==> src/rtl/run_limited_binary_rank_unrank_macros.svh <==
// ----------------------------------------------------------------------------
// Assertion macros for the run-limited binary rank/unrank block
// Each macro checks at the rising edge of clk and is off while rst_n is low.
// ----------------------------------------------------------------------------
`ifndef RUN_LIMITED_BINARY_RANK_UNRANK_MACROS_SVH
`define RUN_LIMITED_BINARY_RANK_UNRANK_MACROS_SVH
`ifndef SYNTHESIS
`define RLBRU_ASSERT(lbl, prop, msg) \
  lbl: assert property (@(posedge clk) disable iff (!rst_n) prop) else $error(msg);
`define RLBRU_ASSERT_NEVER(lbl, expr, msg) \
  lbl: assert property (@(posedge clk) disable iff (!rst_n) !(expr)) else $error(msg);
`else
`define RLBRU_ASSERT(lbl, prop, msg)
`define RLBRU_ASSERT_NEVER(lbl, expr, msg)
`endif
`endif

==> src/rtl/rlbru_pkg.sv <==
// ----------------------------------------------------------------------------
// rlbru_pkg
// Shared widths, default parameter values and request codes.
// ----------------------------------------------------------------------------
package rlbru_pkg;

  localparam int OPERAND_W       = 60;
  localparam int VALUE_W         = 61;
  localparam int SEARCH_BITS_DEF = 60;

  // Request codes carried on req_type.
  localparam logic REQ_COUNT  = 1'b0;
  localparam logic REQ_UNRANK = 1'b1;

endpackage

==> src/rtl/rlbru_ifs.sv <==
// ----------------------------------------------------------------------------
// rlbru channel interfaces
// Valid/ready channels for request items and result items.
// ----------------------------------------------------------------------------
interface rlbru_in_if;
  logic                           valid;
  logic                           ready;
  logic                           req_type;
  logic [rlbru_pkg::OPERAND_W-1:0] operand;

  modport source (output valid, output req_type, output operand, input ready);
  modport sink (input valid, input req_type, input operand, output ready);
endinterface

interface rlbru_out_if;
  logic                          valid;
  logic                          ready;
  logic [rlbru_pkg::VALUE_W-1:0] value;
  logic                          saturated;

  modport source (output valid, output value, output saturated, input ready);
  modport sink (input valid, input value, input saturated, output ready);
endinterface

==> src/rtl/rlbru_count_dp.sv <==
// ----------------------------------------------------------------------------
// rlbru_count_dp
// Bit-serial counter of valid integers in [0, x], one bit of x per cycle.
// ----------------------------------------------------------------------------
module rlbru_count_dp #(
  parameter int XW = rlbru_pkg::VALUE_W
) (
  input  logic          clk,
  input  logic          rst_n,
  input  logic          start,
  input  logic [XW-1:0] x,
  output logic          done,
  output logic [XW-1:0] count
);

  localparam int PW = $clog2(XW);

  // Tight path state: no set bit yet, or last bit and its run length.
  typedef enum logic [2:0] {TS_NONE, TS_A1, TS_A2, TS_B1, TS_B2} tstate_t;
  typedef enum logic [1:0] {PH_IDLE, PH_STEP, PH_SUM1, PH_SUM2} phase_t;

  phase_t        phase_r;
  logic [PW-1:0] pos_r;
  logic [XW-1:0] x_sr_r;
  logic [XW-1:0] n_r, a1_r, a2_r, b1_r, b2_r, acc_r;
  logic          alive_r;
  tstate_t       ts_r;
  logic          done_r;
  logic [XW-1:0] count_r;

  logic          bit_w;
  tstate_t       ts_nxt;
  logic          t_ok;
  logic          inc_n, inc_a1, inc_a2;
  logic [XW-1:0] n_nxt, a1_nxt, a2_nxt, b1_nxt;

  assign bit_w = x_sr_r[XW-1];

  // Tight path: the digit equal to the bound bit keeps it tight; a zero under
  // a one in the bound leaves the tight path and joins the loose counts.
  always_comb begin
    ts_nxt = ts_r;
    t_ok   = 1'b1;
    inc_n  = 1'b0;
    inc_a1 = 1'b0;
    inc_a2 = 1'b0;
    case (ts_r)
      TS_NONE: begin
        ts_nxt = bit_w ? TS_B1 : TS_NONE;
        inc_n  = bit_w;
      end
      TS_A1: begin
        ts_nxt = bit_w ? TS_B1 : TS_A2;
        inc_a2 = bit_w;
      end
      TS_A2: begin
        ts_nxt = TS_B1;
        t_ok   = bit_w;
      end
      TS_B1: begin
        ts_nxt = bit_w ? TS_B2 : TS_A1;
        inc_a1 = bit_w;
      end
      TS_B2: begin
        ts_nxt = TS_A1;
        t_ok   = !bit_w;
        inc_a1 = bit_w;
      end
      default: begin
        ts_nxt = TS_NONE;
        t_ok   = 1'b0;
      end
    endcase
  end

  // Loose counts: a run of three equal bits is dropped.
  assign n_nxt  = n_r + XW'(inc_n & alive_r);
  assign a1_nxt = b1_r + b2_r + XW'(inc_a1 & alive_r);
  assign a2_nxt = a1_r + XW'(inc_a2 & alive_r);
  assign b1_nxt = n_r + a1_r + a2_r;

  always_ff @(posedge clk) begin
    done_r <= 1'b0;
    case (phase_r)
      PH_IDLE: begin
        if (start) begin
          x_sr_r  <= x;
          pos_r   <= PW'(XW - 1);
          n_r     <= '0;
          a1_r    <= '0;
          a2_r    <= '0;
          b1_r    <= '0;
          b2_r    <= '0;
          alive_r <= 1'b1;
          ts_r    <= TS_NONE;
          phase_r <= PH_STEP;
        end
      end
      PH_STEP: begin
        x_sr_r  <= {x_sr_r[XW-2:0], 1'b0};
        n_r     <= n_nxt;
        a1_r    <= a1_nxt;
        a2_r    <= a2_nxt;
        b1_r    <= b1_nxt;
        b2_r    <= b1_r;
        alive_r <= alive_r & t_ok;
        ts_r    <= ts_nxt;
        pos_r   <= pos_r - 1'b1;
        if (pos_r == '0) begin
          phase_r <= PH_SUM1;
        end
      end
      PH_SUM1: begin
        acc_r   <= n_r + a1_r + a2_r + XW'(alive_r);
        phase_r <= PH_SUM2;
      end
      PH_SUM2: begin
        count_r <= acc_r + b1_r + b2_r;
        done_r  <= 1'b1;
        phase_r <= PH_IDLE;
      end
      default: begin
        phase_r <= PH_IDLE;
      end
    endcase
    if (!rst_n) begin
      phase_r <= PH_IDLE;
      done_r  <= 1'b0;
    end
  end

  assign done  = done_r;
  assign count = count_r;

endmodule

==> src/rtl/run_limited_binary_rank_unrank.sv <==
// ----------------------------------------------------------------------------
// run_limited_binary_rank_unrank
// Counts or ranks integers whose binary form has no run of three equal bits.
// ----------------------------------------------------------------------------
// Count request: one bit-serial walk of the counting engine over the XW bound
//   bits of the operand.
// Rank request: a binary search over [0, 2^SEARCH_BITS], with one full
//   bit-serial count per binary-search probe.
// One item in flight: a request is taken only while idle. A result waiting in
//   the output register does not block the next item; a second result then holds the block until that register is free.
// Reset: synchronous, active low; clears the sequencer and the output valid.

`include "run_limited_binary_rank_unrank_macros.svh"

module run_limited_binary_rank_unrank #(
  parameter int SEARCH_BITS = rlbru_pkg::SEARCH_BITS_DEF
) (
  input logic          clk,
  input logic          rst_n,
  rlbru_in_if.sink     in_ch,
  rlbru_out_if.source  out_ch
);

  // Width of the search interval bounds, which reach 2^SEARCH_BITS.
  localparam int SW = SEARCH_BITS + 1;
  // Width of the counted bound and of every count: wide enough for both a
  // full operand and the top of the search interval.
  localparam int XW = (SW > rlbru_pkg::VALUE_W) ? SW : rlbru_pkg::VALUE_W;

  typedef enum logic [1:0] {S_IDLE, S_MID, S_RUN, S_OUT} state_t;

  state_t                       state_r;
  logic                         mode_r;
  logic [SW-1:0]                lo_r, hi_r, mid_r;
  logic [rlbru_pkg::VALUE_W-1:0] target_r;
  logic                         start_r;
  logic [XW-1:0]                x_r;
  logic [rlbru_pkg::VALUE_W-1:0] res_value_r;
  logic                         res_sat_r;
  logic                         out_valid_r;
  logic [rlbru_pkg::VALUE_W-1:0] out_value_r;
  logic                         out_sat_r;

  logic                         dp_done;
  logic [XW-1:0]                dp_count;
  logic [SW:0]                  mid_sum;
  logic                         hit;

  // The counting engine walks the bound from its top bit, one bit per cycle.
  rlbru_count_dp #(
    .XW (XW)
  ) u_count (
    .clk   (clk),
    .rst_n (rst_n),
    .start (start_r),
    .x     (x_r),
    .done  (dp_done),
    .count (dp_count)
  );

  // Midpoint of [lo, hi]; floor((lo + hi) / 2) equals lo + (hi - lo) / 2 here.
  assign mid_sum = {1'b0, lo_r} + {1'b0, hi_r};
  // The probe meets the rank when at least rank + 1 valid integers lie at or
  // below it.
  assign hit     = dp_count >= XW'(target_r);

  assign in_ch.ready      = (state_r == S_IDLE);
  assign out_ch.valid     = out_valid_r;
  assign out_ch.value     = out_value_r;
  assign out_ch.saturated = out_sat_r;

  always_ff @(posedge clk) begin
    start_r <= 1'b0;
    if (out_ch.ready) begin
      out_valid_r <= 1'b0;
    end
    case (state_r)
      S_IDLE: begin
        if (in_ch.valid) begin
          mode_r   <= in_ch.req_type;
          lo_r     <= '0;
          hi_r     <= {1'b1, {SEARCH_BITS{1'b0}}};
          target_r <= {1'b0, in_ch.operand} + 1'b1;
          if (in_ch.req_type == rlbru_pkg::REQ_COUNT) begin
            // A count is one pass of the engine over the operand itself.
            x_r     <= XW'(in_ch.operand);
            start_r <= 1'b1;
            state_r <= S_RUN;
          end else begin
            state_r <= S_MID;
          end
        end
      end
      S_MID: begin
        if (lo_r < hi_r) begin
          mid_r   <= mid_sum[SW:1];
          x_r     <= XW'(mid_sum[SW:1]);
          start_r <= 1'b1;
          state_r <= S_RUN;
        end else begin
          // The search has closed; reaching the top bound means no valid
          // integer of that rank exists below 2^SEARCH_BITS.
          res_value_r <= rlbru_pkg::VALUE_W'(lo_r);
          res_sat_r   <= lo_r[SEARCH_BITS];
          state_r     <= S_OUT;
        end
      end
      S_RUN: begin
        if (dp_done) begin
          if (mode_r == rlbru_pkg::REQ_COUNT) begin
            res_value_r <= rlbru_pkg::VALUE_W'(dp_count);
            res_sat_r   <= 1'b0;
            state_r     <= S_OUT;
          end else begin
            if (hit) begin
              hi_r <= mid_r;
            end else begin
              lo_r <= mid_r + 1'b1;
            end
            state_r <= S_MID;
          end
        end
      end
      S_OUT: begin
        // The result moves to the output register once that slot is free.
        if (!out_valid_r || out_ch.ready) begin
          out_valid_r <= 1'b1;
          out_value_r <= res_value_r;
          out_sat_r   <= res_sat_r;
          state_r     <= S_IDLE;
        end
      end
      default: begin
        state_r <= S_IDLE;
      end
    endcase
    if (!rst_n) begin
      state_r     <= S_IDLE;
      start_r     <= 1'b0;
      out_valid_r <= 1'b0;
    end
  end

  `RLBRU_ASSERT(a_done_in_run, dp_done |-> state_r == S_RUN, "engine finished outside a probe")
  `RLBRU_ASSERT(a_interval, state_r == S_MID |-> lo_r <= hi_r, "search interval inverted")
  `RLBRU_ASSERT_NEVER(a_sat_mode, state_r == S_OUT && res_sat_r && mode_r == rlbru_pkg::REQ_COUNT, "saturation flagged on a count")
  `RLBRU_ASSERT(a_start_run, start_r |-> state_r == S_RUN, "engine started outside a probe")

endmodule

==> src/flat_wrapper.sv <==
// flat-port wrapper written by rule: the top's interface ports become plain ports
module run_limited_binary_rank_unrank_flat 
#(
  parameter int SEARCH_BITS = rlbru_pkg::SEARCH_BITS_DEF
)
  (clk, rst_n, in_ch_valid, in_ch_req_type, in_ch_operand, in_ch_ready, out_ch_valid, out_ch_value, out_ch_saturated, out_ch_ready);
  rlbru_in_if in_ch_i ();
  rlbru_out_if out_ch_i ();
  input logic clk;
  input logic rst_n;
  input wire logic [$bits(in_ch_i.valid)-1:0] in_ch_valid;
  input wire logic [$bits(in_ch_i.req_type)-1:0] in_ch_req_type;
  input wire logic [$bits(in_ch_i.operand)-1:0] in_ch_operand;
  output wire logic [$bits(in_ch_i.ready)-1:0] in_ch_ready;
  output wire logic [$bits(out_ch_i.valid)-1:0] out_ch_valid;
  output wire logic [$bits(out_ch_i.value)-1:0] out_ch_value;
  output wire logic [$bits(out_ch_i.saturated)-1:0] out_ch_saturated;
  input wire logic [$bits(out_ch_i.ready)-1:0] out_ch_ready;
  assign in_ch_i.valid = in_ch_valid;
  assign in_ch_i.req_type = in_ch_req_type;
  assign in_ch_i.operand = in_ch_operand;
  assign in_ch_ready = in_ch_i.ready;
  assign out_ch_valid = out_ch_i.valid;
  assign out_ch_value = out_ch_i.value;
  assign out_ch_saturated = out_ch_i.saturated;
  assign out_ch_i.ready = out_ch_ready;
  run_limited_binary_rank_unrank #(.SEARCH_BITS(SEARCH_BITS)) u_core (.clk(clk), .rst_n(rst_n), .in_ch(in_ch_i), .out_ch(out_ch_i));
endmodule
==> config.mk <==
export PLATFORM = sky130hd
export DESIGN_NAME = run_limited_binary_rank_unrank_flat
export DESIGN_NICKNAME = d
export VERILOG_FILES = /design/src/rtl/rlbru_pkg.sv /design/src/rtl/rlbru_ifs.sv /design/src/rtl/rlbru_count_dp.sv /design/src/rtl/run_limited_binary_rank_unrank.sv /design/src/flat_wrapper.sv
export VERILOG_INCLUDE_DIRS = /design/src /design/src/rtl
export SDC_FILE = /design/constraint.sdc
export NUM_CORES = 2
export LEC_CHECK = 0
export BUFFER_PORTS_ARGS = -buffer_cell sky130_fd_sc_hd__buf_2
export CORE_MARGIN = 2
export CORE_UTILIZATION = 42
export DETAILED_ROUTE_END_ITERATION = 16
export GPL_TIMING_DRIVEN = 0
export PLACE_DENSITY_LB_ADDON = 0.12
export SLEW_MARGIN = 20
export SYNTH_ARGS = -nofsm -noshare
export SYNTH_HDL_FRONTEND = slang
export SYNTH_SLANG_ARGS = --single-unit
==> constraint.sdc <==
create_clock -name clk -period 62.8 [get_ports clk]
set_input_delay 12.56 -clock clk [delete_from_list [all_inputs] [get_ports clk]]
set_output_delay 12.56 -clock clk [all_outputs]
set_load 0.01 [all_outputs]
After elaboration in Yosys (flattened, before gate mapping)
Index checks and enable logic that the tools add are counted.
{"block": "totals", "regBits": 935, "wordCells": 152}
{"block": "op_classes", "addsub": 13, "n_lt_le_gt_ge": 2, "eq_ne": 22, "n_mux": 62, "n_bitwise": 4, "reduce_logical": 23}
{"operator": "61-bit one-hot mux with 2 select lines", "n": 10}
{"operator": "61-bit 2-to-1 mux", "n": 16}
{"operator": "61-bit adder", "n": 5}
{"operator": "61-bit by 1-bit adder with 61-bit output", "n": 4}
{"operator": "61-bit by 61-bit adder with 62-bit output", "n": 1}
{"operator": "60-bit by 1-bit adder with 61-bit output, second input constant", "n": 1}
{"operator": "61-bit by 1-bit adder with 61-bit output, second input constant", "n": 1}
{"operator": "61-bit >= comparator", "n": 1}
{"operator": "61-bit < comparator", "n": 1}
{"operator": "1-bit 2-to-1 mux", "n": 16}
{"operator": "2-bit 2-to-1 mux", "n": 8}
{"operator": "2-bit one-hot mux with 4 select lines", "n": 2}
{"operator": "3-bit one-hot mux with 5 select lines", "n": 1}
{"operator": "2-bit inequality test, second input constant", "n": 7}
{"operator": "6-bit one-hot mux with 2 select lines", "n": 1}
{"operator": "2-bit by 1-bit inequality test with 1-bit output, second input constant", "n": 5}
{"operator": "2-bit AND reduction", "n": 5}
{"operator": "5-bit AND reduction", "n": 2}
{"operator": "2-bit == test, second input constant", "n": 4}
{"operator": "4-bit AND reduction", "n": 2}
{"operator": "2-bit nonzero test", "n": 4}
{"operator": "3-bit by 2-bit == test with 1-bit output, second input constant", "n": 2}
{"operator": "6-bit zero test", "n": 1}
{"operator": "3-bit 2-to-1 mux", "n": 2}
{"operator": "other kinds (16)", "n": 24}

Longest topological paths before layout
{"block": "depth", "word_depth": 6, "mapped_depth": 21, "depth_no_buf": 20}

By module
Synthesis repeated with hierarchy kept, for this count alone.
{"block": "unflattened", "cells_unflattened": 5564, "hier_area_um2": 59323.1}
{"mod": "rlbru_count_dp", "instances": 1, "cells_per_inst": 3232, "area_per_inst_um2": 34663.2}
{"mod": "run_limited_binary_rank_unrank", "instances": 1, "cells_per_inst": 2332, "area_per_inst_um2": 24659.9}

Worst setup path after synthesis
Ideal clock, no wire load.
{"block": "synth_timing", "path_kind": "reg2reg", "startpoint": "reg u_core.u_count.phase_r[1]", "endpoint": "reg u_core.u_count.a1_r[0], enable pin", "setup_time_ns": 1.636, "arrival_ns": 27.247, "slack_ns": 33.917, "stages_incl_launch_ff": 7, "path_buffers": 2, "path_cell_list": "dfxtp_1 inv_1 ha_1 clkbuf_1 inv_2 clkbuf_1 o21ai_0"}
{"block": "synth_via", "elab_chain_len": 3, "word_cells_on_any_way": 5}
{"item": "start, declared", "line_no": "rlbru_count_dp.sv:22", "text": "phase_t phase_r;"}
{"item": "start signal, assigned", "line_no": "rlbru_count_dp.sv:96", "text": "phase_r <= PH_STEP;"}
{"item": "start signal, assigned", "line_no": "rlbru_count_dp.sv:110", "text": "phase_r <= PH_SUM1;"}
{"item": "start signal, assigned", "line_no": "rlbru_count_dp.sv:115", "text": "phase_r <= PH_SUM2;"}
{"item": "2-bit by 1-bit == test with 1-bit output or 2-bit zero test (tied branches)", "line_no": "rlbru_count_dp.sv:84", "text": "case (phase_r)"}
{"item": "2-bit nonzero test (no source line) or 2-bit by 1-bit inequality test with 1-bit output (tied branches)"}
{"item": "2-bit AND reduction (no source line) (*)"}
{"item": "end signal, assigned", "line_no": "rlbru_count_dp.sv:102", "text": "a1_r <= a1_nxt;"}
{"item": "end, declared", "line_no": "rlbru_count_dp.sv:25", "text": "logic [XW-1:0] n_r, a1_r, a2_r, b1_r, b2_r, acc_r;"}
Every way passes the cells marked *; elsewhere a longest branch is shown, timed or not.
A chain may end at the register's enable or synchronous reset.

Final worst setup path
{"block": "layout_timing", "startpoint": "in in_ch_operand[0]", "endpoint": "reg u_core.target_r[58] in the netlist's numbering (data pin)"}
{"block": "layout_via", "elab_chain_len": 1}
{"item": "start, declared", "line_no": "flat_wrapper.sv:13", "text": "input wire logic [$bits(in_ch_i.operand)-1:0] in_ch_operand;"}
{"item": "60-bit by 1-bit adder with 61-bit output", "line_no": "run_limited_binary_rank_unrank.sv:83", "text": "target_r <= {1'b0, in_ch.operand} + 1'b1;"}
{"item": "end signal, assigned", "line_no": "run_limited_binary_rank_unrank.sv:83"}
{"item": "end, declared", "line_no": "run_limited_binary_rank_unrank.sv:35", "text": "logic [rlbru_pkg::VALUE_W-1:0] target_r;"}
No other way between the ends.

==> results.txt <==
* CTS tree: yes
- Die width: 372.8 µm
- Buffers added on ports: 128
- In this run, distinct cell masters in the synthesized netlist total 90.
* Share of total power in sequential cells: 34.9%
- Clock Power Share: 25.1%
- Type of element launching the critical path: input port
- Htree depth: 3
- Area of all placed cells without fillers: 64640 µm²
- In this run the static leakage power is 0.02447 µW.
- The tree is rooted in a sky130_fd_sc_hd__clkbuf_16.
- Max Root-Sink Buffers: 3
- Number of buffers inserted for hold repair after clock tree synthesis: 0
* 1st-iter DRT viols: 2975
- Clock period minus worst slack: 15.92 ns
- Primary FF master, synth: sky130_fd_sc_hd__edfxtp_1
- For this run, the detailed router's first-pass iteration total came to 6.
- The completed layout was analyzed and its total power is about 2500 µW.
- Internal power comes to 1555 µW.
- Final cell count without fillers: 7332
- Status: finished, final reports clean
* Total vias in the final route: around 39000
* Vias per std cell: about 5.3
* Number of inserted filler cells in the final layout: approximately 12000
- For this design the top-level I/O count stands at 129.
- The die covers 138900 µm².
- Timing would allow up to 0.06283 GHz.
* Fin. Hold Viols: 0
* Slew at the pin with the worst max-slew slack: 1.100 ns
* Data required time at the worst endpoint: 63.27 ns
- The final critical path takes up 25.34% of the cycle.
- Post-CTS Repair Setup Buffers: 0
* Final Wtd Congestion: between 0.8 and 0.9
- In the routed design, unresolved DRC markers number 0.
- Placed instance area: 61180 µm²
- Setup repair after global routing missed its margin: false
- Relative contribution of combinational cells to total power: 40.0%
- Number of standard cells after synthesis: slightly above 5000
- Type of the most critical hold path: flip-flop to flip-flop
- After global routing the overflow that remains totals 0.
- The via count of the first global-routing pass was between 30000 and 40000.
* Post-detail-place hpwl: 118900 µm
- Mean cell area of the mapped netlist: 11.02 µm²
- Post-synth top area share: 48.80%
- Row count: 135
- Sequential cells were found to cover 49.04% of the synthesized design area.
- Area inside the core boundary: 135100 µm²
- After detailed placement, the design holds a cell count of 7134.
- Counting every net in the synthesized netlist gives 5746.
- Sum of routed wire length over all layers: roughly 150000 µm
- STA classifies the critical path endpoint as a flip-flop.
- The analysis attributes to net switching a power of slightly above 900 µW.
* Max-slew violation count: 0
- Data arrival time at the worst-slack endpoint: 16.39 ns
- Cells fill 47.84% of the core in the end.
- The initial antenna violation count came to 1.
- The number of gates resized after CTS was 0.
- The number of clock buffers added by TritonCTS is 107.
- At the end of the flow, the number of nets in the layout was 6024.
- Sink Count: roughly 940
* Final setup TNS: 0 ns
- Cells with a size suffix above 1 make up 9.350% of the layout.
- In this run the worst path has a maximum fanout of 6.
- Power density over the cells: about 39 nW/µm²
- Area growth from synthesis to final layout: 13.19%
- The count of nets left with antenna violations once routing finished came out at 0.
* Maximum vdd ir drop: 0.02437 mV
* Initial standard-cell utilization of the core: 42.26%
* Clk Latency, worst-skew pair: between 0.7 and 0.8 ns
* Global router's overall resource usage: approximately 22%
* Share of async-settable or async-resettable flops after synthesis: 0%
- The first global-routing pass estimated 232700 µm of wire.
* Number of diodes added for antenna fixing: 0
- Critical path class: input port to flip-flop
* Number of maximum-capacitance constraint violations: 0
* Worst slew slack as a fraction of its limit: a little over a quarter
* Switching power share of the total: 37.54%
* # setup viols final: 0
- Post-Route Skew: 0.03299 ns
- The largest total area in the synthesized netlist belongs to sky130_fd_sc_hd__edfxtp_1.
- Counting flops and latches in the post-synthesis netlist gives between 900 and 1000.
* Floorplan die height: 372.8 µm
- Clock-pin transition on the worst setup and hold timing paths: 0.06 ns
- Top cells by area, synth: sky130_fd_sc_hd__edfxtp_1 (49%), sky130_fd_sc_hd__ha_1 (8.2%), sky130_fd_sc_hd__fa_1 (4.4%)
* Largest net degree at the start of global routing: 53
- The synthesized netlist occupies a cell area of 57110 µm².
- In this run, synthesis inferred 928 flip-flops with an integrated enable.
- Number of synthesis warnings: 0
- Wire per inst: 20.67 µm
-- final timing paths --
kind,from,end,slack [ns],cells after the start
hold / removal,u_core.res_value_r[45]$_DFFE_PP_,u_core.out_ch.value[45]$_DFFE_PP_,0.42,0
hold reg to reg,u_core.res_value_r[45]$_DFFE_PP_,u_core.out_ch.value[45]$_DFFE_PP_,0.42,0
setup / recovery,in_ch_operand[0],u_core.target_r[58]$_DFFE_PP_,46.88,14
setup reg to reg,u_core.u_count.ts_r[1]$_SDFFCE_PN0P_,u_core.u_count.a1_r[60]$_SDFFCE_PN0P_,56.86,21
-- synth_stat cells, drive strengths merged, types with 6 or more instances --
cell and number:
edfxtp 928, nand2 476, nor2 455, ha 372, a21oi 331, xnor2 270, inv 254, xor2 214
and2 206, o21ai 195, clkbuf 146, a21o 141, nand3 132, fa 125, mux2 120, nand4 106
and3 82, o21bai 64, nor3 60, nor2b 57, nand2b 47, or3 43, o21a 31, a31oi 28
o31ai 27, and4 25, a211oi 23, buf 21, nor4 19, a21boi 15, o211ai 13, a41oi 10
or2 10, o31a 9, a31o 8, or4 8, a2111oi 7, a221o 7, a311oi 7, dfxtp 7
nor3b 7, a211o 6, a221oi 6, o2111ai 6, o311ai 6
-- worst max-delay path, cell delays in order --
cell,delay [ns]
sky130_fd_sc_hd__buf_2,0.17
sky130_fd_sc_hd__ha_1,0.24
sky130_fd_sc_hd__and3_1,0.16
sky130_fd_sc_hd__clkbuf_1,0.27
sky130_fd_sc_hd__and3_1,0.20
sky130_fd_sc_hd__clkbuf_1,0.30
sky130_fd_sc_hd__and3_1,0.28
sky130_fd_sc_hd__and2_1,0.32
sky130_fd_sc_hd__nor2b_1,0.28
sky130_fd_sc_hd__nor2b_1,0.58
sky130_fd_sc_hd__nand2_1,0.30
sky130_fd_sc_hd__or3_1,0.48
sky130_fd_sc_hd__nor2_1,0.15
sky130_fd_sc_hd__xor2_1,0.07
-- cells in the final DEF (no fill, tap or decap), types with 57 or more instances in the layout --
cell | synthesis | routed
sky130_fd_sc_hd__clkbuf_1 | 145 | 167
sky130_fd_sc_hd__clkbuf_16 | 0 | 108
sky130_fd_sc_hd__ha_1 | 372 | 370
sky130_fd_sc_hd__buf_2 | 16 | 144
sky130_fd_sc_hd__o21bai_1 | 64 | 63
sky130_fd_sc_hd__fa_1 | 125 | 125
sky130_fd_sc_hd__nand3_1 | 131 | 131
sky130_fd_sc_hd__xnor2_1 | 268 | 268
sky130_fd_sc_hd__nor3_1 | 60 | 60
sky130_fd_sc_hd__nor2_1 | 454 | 453
sky130_fd_sc_hd__nor2b_1 | 57 | 57
sky130_fd_sc_hd__o21ai_0 | 192 | 190
sky130_fd_sc_hd__and3_1 | 81 | 81
sky130_fd_sc_hd__nand4_1 | 106 | 106
sky130_fd_sc_hd__xor2_1 | 214 | 214
sky130_fd_sc_hd__and2_1 | 204 | 204
sky130_fd_sc_hd__nand2_1 | 476 | 475
sky130_fd_sc_hd__mux2_2 | 120 | 120
sky130_fd_sc_hd__inv_1 | 253 | 252
sky130_fd_sc_hd__a21oi_1 | 330 | 329
sky130_fd_sc_hd__a21o_1 | 141 | 141
sky130_fd_sc_hd__edfxtp_1 | 928 | 928
-- layout make-up --
class	count	area [µm²]	area share, %
Inverter	254	955.9	1.479
Buffer	167	660.6	1.022
Multi-Input combinational cell	3828	27600	42.70
Tap cell	1781	2228	3.447
Clock buffer	134	2800	4.332
Timing Repair Buffer	169	1734	2.683
Sequential cell	935	28010	43.33
Clock inverter	64	656.9	1.016
-- per-stage QoR --
step | setup slack [ns] | hold slack [ns]
3_5_place_dp | 46.12 | 0.4045
5_1_grt | 46.67 | 0.4234
2_1_floorplan | 33.92 | 0.4003
4_1_cts | 46.89 | 0.4176
3_3_place_gp | 15.96 | 0.4015
6_report | 46.88 | 0.4152
-- logic make-up (layout without fill, tap and decap cells) --
group / Yosys count / in the layout / share of synthesized area (%)
and+or+nand+nor: 1750 / 1750 / 14.91
AOI/OAI and AO/OA: 976 / 976 / 10.87
DFF: 935 / 935 / 49.04
adders and majority gates: 497 / 497 / 12.53
xor gates and xnor gates: 484 / 484 / 7.449
buffers and inverters: 421 / 788 / 2.817
muxes: 121 / 121 / 2.384
-- power by group through the flow --
stage	Combinational [µW]	Clock (µW)	Sequential, µW
after CTS	1000	640	870
after global placement	956	0	975
final	996	624	870
after floorplan	693	0	924
after detailed placement	993	0	883
after global routing	1110	664	878
-- per-layer routing --
layer | GRT usage [%] | up-vias | wire [µm]
met5 | 0 | - | 0
met3 | 2.074 | 187 | 5944
met4 | 6.880 | 0 | 4380
met1 | 31.31 | 18940 | 73570
li1 | - | 19240 | -
met2 | 34.00 | 816 | 67660
(Power assumes the default switching activity.)
